$ cat src/sv/assert_macros.svh
// assertion macros shared by the clustering block
`ifndef ASSERT_MACROS_SVH
`define ASSERT_MACROS_SVH

// condition that holds at every clock edge outside reset
`define THPC_ASSERT_ALWAYS(label, cond, msg) \
   label: assert property (@(posedge clock) disable iff (reset) (cond)) \
      else $error(msg);

// implication checked in the same cycle
`define THPC_ASSERT_IMP(label, ante, cons, msg) \
   label: assert property (@(posedge clock) disable iff (reset) (ante) |-> (cons)) \
      else $error(msg);

// implication checked in the next cycle
`define THPC_ASSERT_NEXT(label, ante, cons, msg) \
   label: assert property (@(posedge clock) disable iff (reset) (ante) |=> (cons)) \
      else $error(msg);

`endif

$ cat src/sv/thpc_pkg.sv
// shared types and constants of the threshold point clustering block
`default_nettype none

package thpc_pkg;

   localparam int COORD_W    = 16;
   localparam int NUM_COORDS = 4;
   localparam int CID_OUT_W  = 10;
   localparam int CNT_OUT_W  = 11;
   localparam int THRESH_W   = 16;
   localparam int DIMS_W     = 3;

   // configuration register indexes
   localparam logic REG_THRESHOLD = 1'b0;
   localparam logic REG_DIMS      = 1'b1;

   localparam logic [THRESH_W-1:0] THRESH_RESET = 16'd256;
   localparam logic [DIMS_W-1:0]   DIMS_RESET   = 3'd3;

   typedef logic signed [COORD_W-1:0] coord_type;
   typedef logic [NUM_COORDS-1:0][COORD_W-1:0] coord_vec_type;

   // distance unit result for one stored point
   typedef struct packed {
      logic valid;
      logic in_range;
   } dist_res_type;

   // divider status
   typedef struct packed {
      logic busy;
      logic done;
   } div_status_type;

endpackage

`default_nettype wire

$ cat src/sv/thpc_dist.sv
// pipelined squared distance and threshold compare, one stored point per cycle
`default_nettype none

module thpc_dist #(
   parameter int MAX_DIMS = 4,
   parameter int IW       = 10
) (
   input  wire logic                                       clock,
   input  wire logic                                       reset,
   input  wire logic                                       in_valid,
   input  wire logic [MAX_DIMS-1:0][thpc_pkg::COORD_W-1:0] pt,
   input  wire logic [MAX_DIMS-1:0][thpc_pkg::COORD_W-1:0] st,
   input  wire logic [IW-1:0]                              in_cid,
   input  wire logic [thpc_pkg::DIMS_W-1:0]                dims_eff,
   input  wire logic [31:0]                                th2,
   output thpc_pkg::dist_res_type                          res,
   output logic [IW-1:0]                                   res_cid
);

   logic [MAX_DIMS-1:0][31:0] sq_ff, sq_in;
   logic                      valid_ff;
   logic [IW-1:0]             cid_ff;
   logic signed [16:0]        diff [MAX_DIMS];
   logic signed [33:0]        sq_full [MAX_DIMS];
   logic [33:0]               sum;

   // per-coordinate squared differences, unused coordinates forced to zero
   always_comb begin
      for (int j = 0; j < MAX_DIMS; j++) begin
         diff[j]    = 17'($signed(pt[j])) - 17'($signed(st[j]));
         sq_full[j] = diff[j] * diff[j];
         sq_in[j]   = (3'(j) < dims_eff) ? sq_full[j][31:0] : 32'd0;
      end
   end

   // square stage
   always_ff @(posedge clock) begin
      if (reset) begin
         valid_ff <= 1'b0;
      end else begin
         valid_ff <= in_valid;
      end
      sq_ff  <= sq_in;
      cid_ff <= in_cid;
   end

   // sum and compare
   always_comb begin
      sum = '0;
      for (int j = 0; j < MAX_DIMS; j++) begin
         sum = sum + 34'(sq_ff[j]);
      end
      res.valid    = valid_ff;
      res.in_range = (sum <= {2'b00, th2});
      res_cid      = cid_ff;
   end

endmodule

`default_nettype wire

$ cat config.mk
export PLATFORM = sky130hd
export DESIGN_NAME = thpc_dist
export DESIGN_NICKNAME = d
export VERILOG_FILES = /design/src/sv/assert_macros.svh /design/src/sv/thpc_pkg.sv /design/src/sv/thpc_dist.sv
export SDC_FILE = /design/constraint.sdc
export NUM_CORES = 2
export LEC_CHECK = 0
export BUFFER_PORTS_ARGS = -buffer_cell sky130_fd_sc_hd__buf_2
export CORE_MARGIN = 5
export CORE_UTILIZATION = 66
export CTS_CLUSTER_DIAMETER = 100
export DETAILED_ROUTE_END_ITERATION = 6
export PLACE_DENSITY_LB_ADDON = 0.2
export REMOVE_ABC_BUFFERS = 1
export SYNTH_ARGS = -nofsm -noshare
export SYNTH_HDL_FRONTEND = slang
export SYNTH_SLANG_ARGS = --single-unit
$ cat constraint.sdc
create_clock -name clock -period 8.4 [get_ports clock]
set_clock_uncertainty 0.15 [all_clocks]
set_input_delay 0 -clock clock [delete_from_list [all_inputs] [get_ports clock]]
set_output_delay 0 -clock clock [all_outputs]
set_load 0.05 [all_outputs]
Word-level counts from Yosys, hierarchy flattened
Index checks and enable logic that the tools add are counted.
Word-level totals
  word-level logic and storage cells: 22
  bits in registers: 139
  bits of input ports: 176
  output and inout port bits: 12
Operators by class
  $lt $le $gt $ge: 5
  $mul: 4
  add/subtract/negate cells: 7
Operators with widths (count)
  multiplier 17 x 17 -> 32 bit: 4
  subtractor 16 x 16 -> 17 bit: 4
  adder 33 x 32 -> 34 bit: 1
  adder 34 x 32 -> 34 bit: 1
  <= comparator 34 x 32 -> 1 bit: 1
  adder 32 x 32 -> 33 bit: 1
  < comparator 1 x 3 -> 1 bit (first input constant): 2
  < comparator 2 x 3 -> 1 bit (first input constant): 2

Longest topological paths before layout
  word-level depth: 4
  mapped depth: 36
  mapped depth without buffers: 35

Worst setup path after synthesis
OpenSTA, ideal clock, no wires.
  path kind: input to register
  from: input port pt[16] in the netlist's numbering
  to: register sq_ff[63] in the netlist's numbering
  cell stages on the path: 33
  arrival: 7.496 ns
  required time: 8.185 ns
  setup slack: 0.689 ns
  path buffers: 1
  library setup time: 0.065 ns
  cell sequence: inv_1 > ha_1 > inv_1 > fa_1 > a211oi_1 > o21a_1 > o31a_1 > o21ai_1 > o31a_1 > o21ai_1 > clkbuf_1 > nand2_1 > inv_1 > fa_1 > inv_1 > fa_1 > inv_1 > fa_1 > fa_1 > fa_1 > inv_1 > fa_1 > inv_1 > ha_1 > and3_1 > a22oi_1 > a32o_1 > o2111ai_1 > a31oi_1 > o21ai_1 > a221oi_1 > xnor3_1 > nor2_1
On the way
  longest elaborated chain between the ends: 2
RTL lines
  from (decl): line thpc_dist.sv:11  | input wire logic [MAX_DIMS-1:0][thpc_pkg::COORD_W-1:0] pt,
  subtractor 16 x 16 -> 17 bit: line thpc_dist.sv:30  | diff[j] = 17'($signed(pt[j])) - 17'($signed(st[j]));
  multiplier 17 x 17 -> 32 bit: line thpc_dist.sv:31  | sq_full[j] = diff[j] * diff[j];
  to (signal assigned): line thpc_dist.sv:43  | sq_ff <= sq_in;
  to (decl): line thpc_dist.sv:20  | logic [MAX_DIMS-1:0][31:0] sq_ff, sq_in;
Every way passes these cells.
A chain may end at the register's enable or synchronous reset.

Worst setup path in the final report
Ends and elaborated chain as after synthesis.

==> out/results.ini <==
[timing]
finalCriticalPeriod_ns = 7.78
fmax_mhz = 129
post-route-period-util_pct = 92.6
hold_viol_final = 0
slew_headroom_pct = 13.2
tns_ns = 0
rsz0062_at_grt = false
layout_setup_ws_ns = 0.618
slew_viol_final = 0
final-setup-viol-count = 0
worst_slew_pin_slew_ns = 1.30

[cts]
cts-root-buf = clkbuf_16
cts_sinks = 135
cts_buffer_depth = 2
post_cts_buffers = 0
clk_pin_slew_ns = 0.06
cts_tree = done
numCtsBuffers = 17
h-tree-depth = 4

[grt]
overflow = 0
grt_max_degree = 37
grt_pass1_wl_mm = 185
first_global_vias = 37700
grt_antenna_before_repair = 2
grt.total_usage_pct = 29.7

[hold_path]
min_path_type = in2reg
min_delay_worst_endpoint = sq_ff[30]
min_from = dims_eff[1]
hold_depth = 4

[yosys]
avgSynthCellArea_um2 = 9.07
synthTopCellsByArea = fa_1 47%, ha_1 12%, inv_1 11%
synth_ff_type = dfxtp_1
synth_edf_count = 0
syn_inst = 5166
yosysTopAreaCellShare_pct = 46.8
ys_types = 92
seq_area_frac_synth_pct = 5.77
async_flop_share_pct = 0
ys_warn_count = 0
synth_area_um2 = 46800
synth_seq_cells = 135
synth_top_area_cell = fa_1

[final_layout]
drive_above_1_share_pct = 7.10
finalNetCount = 7102
diodes = 0
stdcell_area_um2 = 50100
final_cell_mix = 1423 x inv_1, 1095 x fa_1, 506 x nor2_1, 445 x ha_1, 370 x nand2_1
layout_commonest_cell = inv_1
syn2layout_area_growth_pct = 6.87

[die]
start_util_pct = 66.8
fp.dieH_um = 276
rows = 97
ios = 188
fp.dieW_um = 276
coreArea_um2 = 70100
die-area_um2 = 76400

[drt]
drt-total-wl_mm = 110
drt-pass1-iter-count = 6
viasPerCell = 5.44
wire_per_inst_um = 17.3
drtIter0Drc = 1949
ant_nets = 0
vias = 34500
drc = 0

[setup_path]
cp-end-kind = flip-flop
arrival_ns = 8.00
critPathSlowestCell = fa_1
slowest_delay_ns = 0.50
critPathMaxFanout = 5
start_kind = input port
critPathKind = in2reg
crit_required_ns = 8.62

[place]
place.gp.congestion = 0.957
hpwl_mm = 94.9
port_buffers = 187
dp_slack_ns = -0.00139
dpl_cell_area_um2 = 49300

[run_status]
status = finished clean

[run]
cap_violations = 0

==> area by class of cell <==
class                           count  area, um2
Multi-Input combinational cell   3477      38300
Tap cell                          940       1180
Inverter                         1450       5440
Fill cell                        5515      20100
Timing Repair Buffer              305       1860
Clock inverter                     13        133
Clock buffer                       18        439
Sequential cell                   135       2700
==> worst max path at each step <==
stage	startpoint	to	slack, ns
2_1_floorplan	pt[16]	sq_ff[63]	0.44
3_3_place_gp	pt[16]	sq_ff[63]	0.22
3_5_place_dp	pt[16]	sq_ff[63]	-0.001
4_1_cts	pt[16]	sq_ff[63]	0.43
5_1_grt	pt[32]	sq_ff[95]	0.04
6_report	pt[16]	sq_ff[63]	0.62
==> sequential cells by signal, summed over array words and instances, names as in the netlist <==
| register | cells |
|---|---|
| sq_ff | 124 |
| res_cid | 10 |
| valid_ff | 1 |
==> kinds of logic after synthesis <==
kind of cell,Yosys count,share of synthesized area (%)
xor+xnor,223,4.31
fa+ha+maj,1540,58.7
compound gates,527,7.63
buf+inv,1555,12.5
other cells,2,0.0160
simple gates,1178,10.9
flops,135,5.77
mux,6,0.131
==> per-layer routing <==
layer | vias to the layer above | GRT usage [%] | routed length (um)
met2 | 1136 | 50.1 | 53700
met1 | 17300 | 40.4 | 44800
met5 | - | 0 | 12
met4 | 2 | 8.94 | 3630
met3 | 247 | 4.65 | 7360
li1 | 15800 | - | -
==> metrics by stage <==
stage                     std cells  hold slack (ns)  util, %
after global routing           6338           0.0332     71.4
after floorplan                5062           -0.122        -
after CTS                      6338          0.00745     71.3
after detailed placement       6292          -0.0459     70.3
final                          6338           0.0275     71.4
after global placement         6292          -0.0477     70.3
==> repair_timing <==
item / 4_1_cts / 5_1_grt
setup endpoints to repair: 0 / 3
hold endpoints to repair: 50 / 0
hold buffers: 15 / 0
resized for setup: 0 / 2
==> cells in the mapped netlist (25+ instances only) <==
cell type  count
o21ai_0      100
clkbuf_1      91
o21bai_1      25
inv_1       1423
a21oi_1      118
a21o_1        67
nand2_1      370
nor2b_1       42
o21a_1        41
nor2_1       507
ha_1         445
xor2_1        69
nand3_1       35
xnor2_1      148
dfxtp_1      135
and2_1        40
fa_1        1095
nor3_1        44
nand2b_1      56
==> critical path, delay by kind of cell <==
family	cells	cell delay [ns]
adders and majority gates	9	3.71
xor gates and xnor gates	1	0.26
AOI/OAI and AO/OA	12	2.83
buffers and inverters	8	0.76
and+or+nand+nor	3	0.44
Power is not shown: default switching activity piles up to over one toggle a cycle in this logic, so the estimate is an artifact.
