$ cat src/sv/assert_macros.svh
// assertion macros shared by the clustering block
`ifndef ASSERT_MACROS_SVH
`define ASSERT_MACROS_SVH

// condition that holds at every clock edge outside reset
`define THPC_ASSERT_ALWAYS(label, cond, msg) \
   label: assert property (@(posedge clock) disable iff (reset) (cond)) \
      else $error(msg);

// implication checked in the same cycle
`define THPC_ASSERT_IMP(label, ante, cons, msg) \
   label: assert property (@(posedge clock) disable iff (reset) (ante) |-> (cons)) \
      else $error(msg);

// implication checked in the next cycle
`define THPC_ASSERT_NEXT(label, ante, cons, msg) \
   label: assert property (@(posedge clock) disable iff (reset) (ante) |=> (cons)) \
      else $error(msg);

`endif

$ cat src/sv/thpc_pkg.sv
// shared types and constants of the threshold point clustering block
`default_nettype none

package thpc_pkg;

   localparam int COORD_W    = 16;
   localparam int NUM_COORDS = 4;
   localparam int CID_OUT_W  = 10;
   localparam int CNT_OUT_W  = 11;
   localparam int THRESH_W   = 16;
   localparam int DIMS_W     = 3;

   // configuration register indexes
   localparam logic REG_THRESHOLD = 1'b0;
   localparam logic REG_DIMS      = 1'b1;

   localparam logic [THRESH_W-1:0] THRESH_RESET = 16'd256;
   localparam logic [DIMS_W-1:0]   DIMS_RESET   = 3'd3;

   typedef logic signed [COORD_W-1:0] coord_type;
   typedef logic [NUM_COORDS-1:0][COORD_W-1:0] coord_vec_type;

   // distance unit result for one stored point
   typedef struct packed {
      logic valid;
      logic in_range;
   } dist_res_type;

   // divider status
   typedef struct packed {
      logic busy;
      logic done;
   } div_status_type;

endpackage

`default_nettype wire

$ cat src/sv/thpc_div.sv
// restoring divider, one quotient bit per cycle
`default_nettype none

`include "assert_macros.svh"

module thpc_div #(
   parameter int NW = 27,
   parameter int CW = 11
) (
   input  wire logic                    clock,
   input  wire logic                    reset,
   input  wire logic                    start,
   input  wire logic [NW-1:0]           dividend,
   input  wire logic [CW-1:0]           den,
   output thpc_pkg::div_status_type     stat,
   output logic [NW-1:0]                quo
);

   localparam int SW = $clog2(NW + 1);

   logic [CW-1:0] rem_ff, rem_in;
   logic [NW-1:0] quo_ff, quo_in;
   logic [CW-1:0] den_ff;
   logic [SW-1:0] cnt_ff, cnt_in;
   logic          busy_ff, busy_in;
   logic          done_ff, done_in;
   logic [CW:0]   shifted;
   logic [CW:0]   trial;
   logic          ge;

   // start load, or one shift and subtract step while busy
   always_comb begin
      shifted = {rem_ff, quo_ff[NW-1]};
      trial   = shifted - {1'b0, den_ff};
      ge      = (shifted >= {1'b0, den_ff});
      rem_in  = rem_ff;
      quo_in  = quo_ff;
      cnt_in  = cnt_ff;
      busy_in = busy_ff;
      done_in = 1'b0;
      if (start) begin
         rem_in  = '0;
         quo_in  = dividend;
         cnt_in  = SW'(NW);
         busy_in = 1'b1;
      end else if (busy_ff) begin
         rem_in = ge ? trial[CW-1:0] : shifted[CW-1:0];
         quo_in = {quo_ff[NW-2:0], ge};
         cnt_in = cnt_ff - 1'b1;
         if (cnt_ff == SW'(1)) begin
            busy_in = 1'b0;
            done_in = 1'b1;
         end
      end
   end

   always_ff @(posedge clock) begin
      if (reset) begin
         busy_ff <= 1'b0;
         done_ff <= 1'b0;
      end else begin
         busy_ff <= busy_in;
         done_ff <= done_in;
      end
      rem_ff <= rem_in;
      quo_ff <= quo_in;
      cnt_ff <= cnt_in;
      if (start) begin
         den_ff <= den;
      end
   end

   assign stat.busy = busy_ff;
   assign stat.done = done_ff;
   assign quo       = quo_ff;

   `THPC_ASSERT_IMP(a_rem_below_den, busy_ff, rem_ff < den_ff, "divider remainder not below divisor")
   `THPC_ASSERT_IMP(a_done_not_busy, done_ff, !busy_ff, "divider done while still busy")

endmodule

`default_nettype wire

$ cat config.mk
export PLATFORM = sky130hd
export DESIGN_NAME = thpc_div
export DESIGN_NICKNAME = d
export VERILOG_FILES = /design/src/sv/thpc_pkg.sv /design/src/sv/thpc_div.sv
export VERILOG_INCLUDE_DIRS = /design/src /design/src/sv
export SDC_FILE = /design/constraint.sdc
export NUM_CORES = 1
export LEC_CHECK = 0
export BUFFER_PORTS_ARGS = -buffer_cell sky130_fd_sc_hd__buf_4
export CAP_MARGIN = 20
export CORE_UTILIZATION = 52
export DETAILED_ROUTE_END_ITERATION = 8
export HOLD_SLACK_MARGIN = 0.05
export PLACE_DENSITY = 0.8
export SLEW_MARGIN = 10
export SYNTH_ARGS = -nofsm -noshare
export SYNTH_HDL_FRONTEND = slang
export SYNTH_SLANG_ARGS = --single-unit
$ cat constraint.sdc
create_clock -name clock -period 6.8 [get_ports clock]
set_input_delay 0.68 -clock clock [delete_from_list [all_inputs] [get_ports clock]]
set_output_delay 0.68 -clock clock [all_outputs]
set_load 0.1 [all_outputs]
# Yosys cells after proc, flatten, opt, wreduce, memory -nomap -nowiden
# Cells that the tools add are included.
[totals] output_inout_bits=29 ramBits=0 mem_bits_ro=0 inputBits=41 latchBits=0 reg_bits=56 mem_count=0 word_cells=20
[op_classes] shift=0 muxes=7 reduce_logical=2 bitwise=1 n_lt_le_gt_ge=1 n_addsub=2 multipliers=0 n_div=0 eq_ne=1
[ops] operator="$mux W27" n=2
[ops] operator="$ge A12 B11 Y1" n=1
[ops] operator="$mux W11" n=1
[ops] operator="$sub A11 B11 Y11" n=1
[ops] operator="$eq A5 B1 Y1 const B" n=1
[ops] operator="$sub A5 B1 Y5 const B" n=1
[ops] operator="$mux W1" n=4
[ops] operator="$reduce_or A3 Y1" n=1
[ops] operator="$reduce_bool A2 Y1" n=1
[ops] operator="$not A1 Y1" n=1

# Depth between registers and ports, before layout
# Gate-level depths: netlist of the first run.
[logic_depth] word_depth=4 ltp_mapped=10 depth_no_buf=9

# Worst setup path before layout of the first run
# No wires, ideal clock.
[synth_path] path_type="flip-flop to flip-flop" start="reg quo_ff[26], in the netlist quo[26]" end="reg rem_ff[0]" synth_period_minus_slack_ns=2.932 path_slack_ns=3.868 t_required_ns=6.721 path_stages_with_launch=10 path_buffers=0 setup_time_ns=0.079 t_arrival_ns=2.853 path_cell_list="edfxtp_1 > inv_1 > ha_1 > fa_1 > nor2b_1 > o31a_1 > o21ai_2 > o21ai_2 > mux2_4 > a211oi_2"
[synth_between] elab_chain_len=2 word_cells_on_any_way=3 cone_classes="add/sub: 1; order compare: 1; mux: 1"
[synth_lines] element="start: declaration" line="thpc_div.sv:22" rtl="logic [NW-1:0] quo_ff, quo_in;"
[synth_lines] element="start signal: assignment" line="thpc_div.sv:66" rtl="quo_ff <= quo_in;"
[synth_lines] element="$sub A11 B11 Y11 / $ge A12 B11 Y1 (equally long branches)" line="thpc_div.sv:34, thpc_div.sv:35"
[synth_lines] element="$mux W11 *" line="thpc_div.sv:47" rtl="rem_in = ge ? trial[CW-1:0] : shifted[CW-1:0];"
[synth_lines] element="end signal: assignment" line="thpc_div.sv:65" rtl="rem_ff <= rem_in;"
[synth_lines] element="end: declaration" line="thpc_div.sv:21" rtl="logic [CW-1:0] rem_ff, rem_in;"
# Mark *: on every way between the ends. The rest lies on a longest branch, timed or not.
# A chain may end at the register's enable or synchronous reset.

# Worst setup path after layout of the first run
# Ends and elaborated chain as after synthesis.

==> results of run 1 <==
==> cell usage after synthesis (2+ instances only) <==
library cell,number
a211oi_1,7
clkbuf_1,6
mux2_2,27
mux2i_1,7
o31a_1,2
nand2b_1,9
ha_1,13
o22ai_1,2
nand2_1,8
nor2b_1,2
or3_2,3
xnor2_1,8
dfxtp_1,18
o21ai_0,11
nor3_1,2
nor2_1,17
a21oi_1,4
o211ai_1,2
nor4bb_1,2
a311oi_1,2
nand3_1,5
buf_1,2
edfxtp_1,38
o21ai_2,2
buf_4,2
inv_1,17
o21a_1,2
o2111ai_1,2
==> where the power goes <==
group	leakage, nW	internal [mW]	switching, mW	total (mW)
Clock	0.0460	0.0723	0.110	0.183
Sequential	0.527	0.400	0.0198	0.420
Combinational	0.911	0.108	0.220	0.329
Total	1.48	0.581	0.350	0.931
==> per-layer routing <==
layer  global-route usage  up-vias  wire, um  part of all wire
met4               0.0846        0       153             0.028
met2                0.328       58      2600              0.47
met5                    0        -         0                 0
li1                     -     1011         -                 -
met3               0.0647       14       359             0.065
met1                0.238      969      2430              0.44
==> worst paths after layout <==
kind	start	endpoint	slack (ns)	cells after the start
worst max-delay path	quo[26]	rem_ff[0]	4.04	9
worst min register to register	rem_ff[10]	rem_ff[10]	0.50	2
worst max register to register	quo[26]	rem_ff[0]	4.04	9
worst min-delay path	rem_ff[10]	rem_ff[10]	0.50	2
==> stage by stage <==
| step | hold slack [ns] | power [mW] |
|---|---|---|
| final | 0.504 | 0.931 |
| after global routing | 0.521 | 0.972 |
| after CTS | 0.509 | 0.933 |
| after detailed placement | 0.493 | 0.753 |
| after global placement | 0.489 | 0.748 |
| after floorplan | 0.471 | 0.683 |
==> cell families after synthesis <==
| kind of cell | synth area share |
|---|---|
| muxes | 0.134 |
| DFF | 0.518 |
| adders and majority gates | 0.0631 |
| and+or+nand+nor | 0.120 |
| AOI/OAI and AO/OA | 0.0924 |
| buffers and inverters | 0.0449 |
| xor gates and xnor gates | 0.0272 |
==> critical path, cell delays in order, from the launching register on <==
cell,delay [ns]
edfxtp_1,0.37
inv_1,0.06
ha_1,0.22
fa_1,0.40
nor2b_1,0.16
o31a_1,0.20
o21ai_2,0.13
o21ai_2,0.59
mux2_4,0.36
a211oi_2,0.21
==> state kept, by name, summed over array words and instances, names as in the netlist <==
name / cells
done_ff: 1
quo: 27
busy_ff: 1
rem_ff: 11
cnt_ff: 5
den_ff: 11
==> cell type report <==
class	instances	share of cell area
clock buffers	5	0.0193
clock inverters	3	0.00491
inverters	18	0.0193
multi-input cells	155	0.355
flip-flops and latches	56	0.421
well taps	70	0.0246
repair buffers	71	0.156
==> impl_metrics.py, run 1 <==
metrics = {
    "sta": {
        "timing.final.ws_setup_ns": 4.04,
        "max-slew-margin-rel": 0.521,
        "fin_skew_ns": 0.00275,
        "rsz0062_at_grt": "false",
        "min_period_ns": 2.76,
        "hold_viol_final": 0,
        "fmax_ghz": 0.362,
        "finalCritPeriodShare": 0.406,
        "drv_slew": 0,
        "fin_tns_setup_ns": 0,
        "finalSetupViolCount": 0,
        "tightest_slew_ns": 0.718,
    },
    "synthesis": {
        "async_flop_share": 0,
        "synth-seq-cells": 56,
        "synth_cells": 241,
        "synth_edf_count": 38,
        "ys_seq_area_frac": 0.518,
        "syn-mean-instance-area_um2": 12.0,
        "yosysTopAreaCellShare": 0.394,
        "yosysWarnings": 0,
        "ys_types": 47,
        "yosysTopAreaCell": "edfxtp_1",
        "ys.flop_type": "edfxtp_1",
        "syn-cell-area_mm2": 0.00290,
        "synth_nets": 296,
        "yosys-top-cells-area": "edfxtp_1, dfxtp_1, mux2_2",
    },
    "placement": {
        "portBuffers": 69,
        "hpwl_mm": 3.91,
        "placed_cell_area_mm2": 0.00344,
        "place_ws_ns": 4.05,
        "gp_congestion": 0.757,
        "dp.cells": 368,
    },
    "layout": {
        "syn_to_final_growth_pct": 23.1,
        "drive_gt1_frac": 0.383,
        "fillers": 375,
        "final-seq-area_mm2": 0.00150,
        "finalNonFillerCells": 378,
        "nNetsFinal": 362,
        "multi_input_area_mm2": 0.00126,
        "final_common_cell": "buf_4",
        "layout_common_cells": "buf_4, edfxtp_1, mux2_2, dfxtp_1",
        "postLayoutCellArea_mm2": 0.00357,
        "final_util": 0.681,
        "antenna_cells": 0,
    },
    "cts": {
        "cts_max_level": 2,
        "clk_pin_slew_worst_paths_ns": 0.10,
        "cts_num_sinks": 56,
        "max-clock-path-buffers": 2,
        "post_cts_resized": 0,
        "numCtsBuffers": 5,
        "clock_latency_ns": 0.31,
        "cts_hold_buffers": 0,
        "post_cts_buffers": 0,
        "cts-root-buf": "clkbuf_8",
        "tritoncts": "done",
    },
    "routing": {
        "first_iter_violations": 94,
        "drt_first_pass_iters": 4,
        "wl_per_cell_um": 14.7,
        "routed_wl_mm": 5.54,
        "num_vias": 2052,
        "drc": 0,
        "via_per_inst": 5.43,
        "postRouteAntennaNets": 0,
    },
    "power_and_ir_drop": {
        "ir_worst_vdd_mv": 0.194,
        "power_density_mw_per_mm2": 261,
        "leakage_nw": 1.48,
    },
    "global_route": {
        "grt_max_degree": 59,
        "grt_antenna_before_repair": 0,
        "grt_pass1_wl_mm": 9.10,
        "overflow": 0,
        "track_usage": 0.199,
        "grt_pass1_vias": 2071,
    },
    "die": {
        "rows": 26,
        "core-area_mm2": 0.00524,
        "fp.dieW_um": 76.6,
        "die_h_um": 76.6,
        "start_util": 0.553,
        "dieArea_mm2": 0.00587,
        "io_pins": 70,
    },
    "critical_path": {
        "path_class": "reg2reg",
        "endpoint_kind": "flip-flop",
        "arrival_ns": 3.00,
        "path_max_fanout": 14,
        "startpoint_type": "flip-flop",
        "cp.required_ns": 7.03,
    },
    "outcome": {
        "status": "completed",
    },
    "run": {
        "drv_cap": 0,
    },
    "min_path": {
        "hold_path_class": "reg2reg",
    },
}
Note: power is estimated with default switching activity, not from simulation.
==> run 2, diff against run 1 <==
Settings changed: CORE_UTILIZATION 52 to 48, PLACE_DENSITY 0.8 to 0.78.
Clock period 6.8 ns to 2.3 ns, I/O delays scaled along.
==> impl_metrics.py, run 2 (synthesized netlist as in run 1, its figures left out) <==
metrics = {
    "sta": {
        "max-slew-margin-rel": 0.746,
        "rsz0062_at_grt": "true",
        "min_period_ns": 2.38,
        "finalSetupViolCount": 10,
        "hold_viol_final": 0,
        "fin_skew_ns": 0.00696,
        "drv_slew": 0,
        "timing.final.ws_setup_ns": -0.0782,
        "fmax_ghz": 0.420,
        "finalCritPeriodShare": 1.03,
        "tightest_slew_ns": 0.381,
    },
    "die": {
        "io_pins": 70,
        "fp.dieW_um": 79.7,
        "rows": 27,
        "core-area_mm2": 0.00568,
        "start_util": 0.510,
        "dieArea_mm2": 0.00635,
        "die_h_um": 79.7,
    },
    "cts": {
        "cts_num_sinks": 56,
        "numCtsBuffers": 5,
        "tritoncts": "done",
        "cts_max_level": 2,
        "cts-root-buf": "clkbuf_8",
        "clk_pin_slew_worst_paths_ns": 0.10,
        "cts_hold_buffers": 0,
        "max-clock-path-buffers": 2,
        "clock_latency_ns": 0.31,
    },
    "routing": {
        "postRouteAntennaNets": 0,
        "met1_length_mm": 2.67,
        "drc": 0,
        "wl_per_cell_um": 15.6,
        "dr.max_layer_used": "met4",
        "routed_wl_mm": 6.39,
        "via_per_inst": 5.35,
        "met2_wirelength_mm": 3.21,
        "met3_length_um": 426,
        "num_vias": 2194,
        "first_iter_violations": 120,
        "drt_first_pass_iters": 4,
    },
    "power_and_ir_drop": {
        "ir_worst_vdd_mv": 0.555,
        "leakage_nw": 1.62,
        "finalPower_mw": 2.93,
        "power_density_mw_per_mm2": 759,
    },
    "global_route": {
        "grt_max_degree": 32,
        "overflow": 0,
        "grt_antenna_before_repair": 0,
        "grt_pass1_vias": 2214,
        "track_usage": 0.209,
        "grt_pass1_wl_mm": 10.1,
    },
    "critical_path": {
        "startpoint": "den_ff[0]",
        "path_class": "reg2reg",
        "r2r_end": "rem_ff[0]",
        "r2r_slack_ns": -0.08,
        "reg2reg_depth": 8,
        "r2r_start": "den_ff[0]",
        "cp.required_ns": 2.54,
        "arrival_ns": 2.62,
        "startpoint_type": "flip-flop",
        "path_max_fanout": 7,
        "endpoint_kind": "flip-flop",
        "crit_end": "rem_ff[0]",
    },
    "layout": {
        "antenna_cells": 0,
        "multi_input_area_mm2": 0.00134,
        "layout_common_cells": "buf_4, edfxtp_1, mux2_2, dfxtp_1, nor2_1",
        "nNetsFinal": 392,
        "syn_to_final_growth_pct": 33.1,
        "drive_gt1_frac": 0.476,
        "final-seq-area_mm2": 0.00150,
        "final_common_cell": "buf_4",
        "fillers": 409,
        "largest_reg_flops": 27,
        "finalNonFillerCells": 410,
        "postLayoutCellArea_mm2": 0.00385,
    },
    "min_path": {
        "hold_path_class": "in2reg",
    },
    "placement": {
        "placed_cell_area_mm2": 0.00366,
        "hpwl_mm": 4.54,
        "dp.cells": 396,
        "portBuffers": 69,
        "place_ws_ns": -0.164,
        "gp_congestion": 0.863,
    },
    "outcome": {
        "status": "finished, violations left",
        "failed_checks": "setup timing",
    },
    "run": {
        "drv_cap": 0,
    },
}
## run 2: area by class of cell
type	count	share of cell area
flip-flops and latches	56	0.389
multi-input cells	155	0.348
repair buffers	101	0.199
well taps	72	0.0234
clock buffers	5	0.0179
inverters	18	0.0179
clock inverters	3	0.00454
## run 2: power by group
| part | switching (mW) | leakage [nW] | internal (mW) |
|---|---|---|---|
| combinational | 0.720 | 1.05 | 0.428 |
| sequential | 0.0543 | 0.527 | 1.18 |
| clock | 0.327 | 0.0460 | 0.214 |
## run 2: how the worst min path moves through the flow
stage	slack [ns]	end	start	depth (start not counted)
6_report	0.08	busy_ff	reset	2
3_5_place_dp	0.41	den_ff[10]	den[10]	1
3_3_place_gp	0.41	busy_ff	reset	2
2_1_floorplan	0.31	busy_ff	reset	1
5_1_grt	0.07	busy_ff	reset	2
4_1_cts	0.08	busy_ff	reset	2
## run 2: critical path, stage by stage (launching register included)
cell	delay (ns)
edfxtp_1	0.43
ha_4	0.19
fa_2	0.37
nor2b_2	0.17
o31a_1	0.20
o21ai_2	0.11
o21ai_4	0.29
mux2_4	0.34
a211oi_2	0.20
## run 2: metrics by stage
stage	utilization	setup TNS, ns	hold slack [ns]
floorplan	-	-6.17	0.309
global placement	0.644	0	0.408
detailed placement	0.644	-0.953	0.409
CTS	0.663	0	0.0776
global route	0.679	-1.82	0.0717
finish	0.679	-0.571	0.0781
## run 2: timing repair
action,in CTS,in global routing
endpoints found under the hold margin,0,0
setup endpoints to repair,9,11
pin swaps,1,9
gates resized for setup,2,11
buffers inserted,1,5
## run 2: metal layers
| metal | up-vias | track usage |
|---|---|---|
| met1 | 1059 | 0.250 |
| met3 | 7 | 0.0686 |
| met5 | - | 0 |
| li1 | 1067 | - |
| met4 | 0 | 0.0655 |
| met2 | 61 | 0.353 |
==> run 3, diff against run 2 <==
Settings changed: CORE_UTILIZATION 48 to 50, CTS_BUF_LIST from default to sky130_fd_sc_hd__clkbuf_8, GPL_TIMING_DRIVEN from default to 0, PLACE_DENSITY 0.78 to 0.8, SETUP_SLACK_MARGIN from default to 0.3.
==> impl_metrics.py, run 3 (synthesized netlist as in run 1, its figures left out) <==
metrics = {
    "die": {
        "io_pins": 70,
        "core-area_mm2": 0.00554,
        "die_h_um": 78.1,
        "dieArea_mm2": 0.00610,
        "rows": 27,
        "start_util": 0.523,
        "fp.dieW_um": 78.1,
    },
    "cts": {
        "max-clock-path-buffers": 2,
        "clk_pin_slew_worst_paths_ns": 0.10,
        "tritoncts": "done",
        "numCtsBuffers": 5,
        "cts_hold_buffers": 0,
        "cts-root-buf": "clkbuf_8",
        "cts_num_sinks": 56,
        "clock_latency_ns": 0.31,
        "cts_max_level": 2,
    },
    "critical_path": {
        "path_max_fanout": 5,
        "path_class": "reg2reg",
        "endpoint_kind": "flip-flop",
        "startpoint_type": "flip-flop",
        "arrival_ns": 2.58,
        "cp.required_ns": 2.51,
    },
    "routing": {
        "via_per_inst": 5.47,
        "num_vias": 2206,
        "drc": 0,
        "drt_first_pass_iters": 4,
        "routed_wl_mm": 6.56,
        "postRouteAntennaNets": 0,
        "first_iter_violations": 115,
        "wl_per_cell_um": 16.3,
    },
    "global_route": {
        "grt_pass1_wl_mm": 10.4,
        "grt_antenna_before_repair": 0,
        "track_usage": 0.225,
        "grt_max_degree": 17,
        "grt_pass1_vias": 2243,
        "overflow": 0,
    },
    "min_path": {
        "hold_path_class": "in2reg",
    },
    "sta": {
        "min_period_ns": 2.37,
        "timing.final.ws_setup_ns": -0.0662,
        "finalSetupViolCount": 5,
        "max-slew-margin-rel": 0.626,
        "fmax_ghz": 0.423,
        "hold_viol_final": 0,
        "rsz0062_at_grt": "true",
        "drv_slew": 0,
        "finalCritPeriodShare": 1.03,
        "tightest_slew_ns": 0.562,
        "fin_skew_ns": 0.0109,
    },
    "placement": {
        "place_ws_ns": -0.267,
        "hpwl_mm": 4.34,
        "portBuffers": 69,
        "gp_congestion": 0.843,
    },
    "power_and_ir_drop": {
        "combPwrFrac": 0.380,
        "switching_power_mw": 1.11,
        "ir_worst_vdd_mv": 0.508,
        "power_frac_seq": 0.408,
        "leakage_nw": 1.60,
        "power_density_mw_per_mm2": 780,
        "pwr-share-clk": 0.211,
        "intPower_mw": 1.94,
        "p_sw_frac": 0.364,
    },
    "layout": {
        "nNetsFinal": 385,
        "syn_to_final_growth_pct": 35.1,
        "drive_gt1_frac": 0.462,
        "final_util": 0.706,
        "layout_common_cells": "buf_4, edfxtp_1, mux2_2, dfxtp_1, nor2_1",
        "antenna_cells": 0,
        "largest_reg_flops": 27,
        "final_common_cell": "buf_4",
    },
    "run": {
        "drv_cap": 0,
    },
    "outcome": {
        "status": "finished, violations left",
        "failed_checks": "setup timing",
    },
}
## run 3: changes by cell type in the layout (fill, tap and decap cells not counted), sizes merged
cell | previous run | this run
clkbuf | 5 | 12
clkinvlp | 0 | 2
bufinv | 0 | 1
clkinv | 3 | 2
buf | 101 | 86
inv | 18 | 17
## run 3: worst max-delay path, stage by stage, from the launching register on
cell,delay (ns)
edfxtp_1,0.43
ha_4,0.19
fa_2,0.35
nor2b_2,0.15
o31a_1,0.24
o21ai_4,0.09
o21ai_4,0.19
buf_12,0.14
buf_8,0.12
mux2i_1,0.08
a211oi_1,0.28
## run 3: cell type report
class                           count  area [um2]
Fill cell                         397        1630
Sequential cell                    56        1500
Multi-Input combinational cell    155        1400
Timing Repair Buffer               81         653
Tap cell                           72        90.1
Buffer                             12        76.3
Inverter                           18        76.3
Clock buffer                        5        68.8
Clock inverter                      3        38.8
Timing Repair inverter              1        7.51
## run 3: worst paths after layout
| check | from | cells after the start | slack, ns | endpoint |
|---|---|---|---|---|
| max reg2reg | den_ff[0] | 10 | -0.07 | rem_ff[2] |
| max | den_ff[0] | 10 | -0.07 | rem_ff[2] |
| min | reset | 2 | 0.07 | busy_ff |
| min reg2reg | rem_ff[10] | 2 | 0.52 | rem_ff[10] |
## run 3: what timing repair did
action | CTS | global route
pin swaps | 6 | 4
setup buffers | 6 | 5
gates resized for setup | 23 | 9
setup endpoints to repair | 39 | 39
gates cloned | 2 | 0
## run 3: power by group through the flow
stage                     Sequential (mW)  Clock (mW)  Combinational, mW
after floorplan                      1.62           0              0.408
after global placement               1.26           0              0.979
after detailed placement             1.26           0              0.994
after CTS                            1.25       0.653               1.12
after global routing                 1.26       0.688               1.22
final                                1.25       0.645               1.16
## run 3: layer usage
metal	GRT usage	vias to the layer above	part of all wire
met4	0.102	0	0.024
met1	0.273	1072	0.42
met5	0	-	0
li1	-	1052	-
met2	0.389	67	0.50
met3	0.0419	15	0.049
## run 3: stage by stage
stage / cells / hold slack [ns] / power (mW) / instance area, um2 / setup TNS, ns
6_report: 403 / 0.0697 / 3.05 / 3910 / -0.192
4_1_cts: 398 / 0.0637 / 3.02 / 3840 / 0
3_5_place_dp: 382 / 0.404 / 2.26 / 3520 / -8.16
3_3_place_gp: 382 / 0.407 / 2.24 / 3520 / -7.45
5_1_grt: 403 / 0.0663 / 3.17 / 3910 / -1.09
2_1_floorplan: 241 / 0.309 / 2.03 / 2910 / -6.17
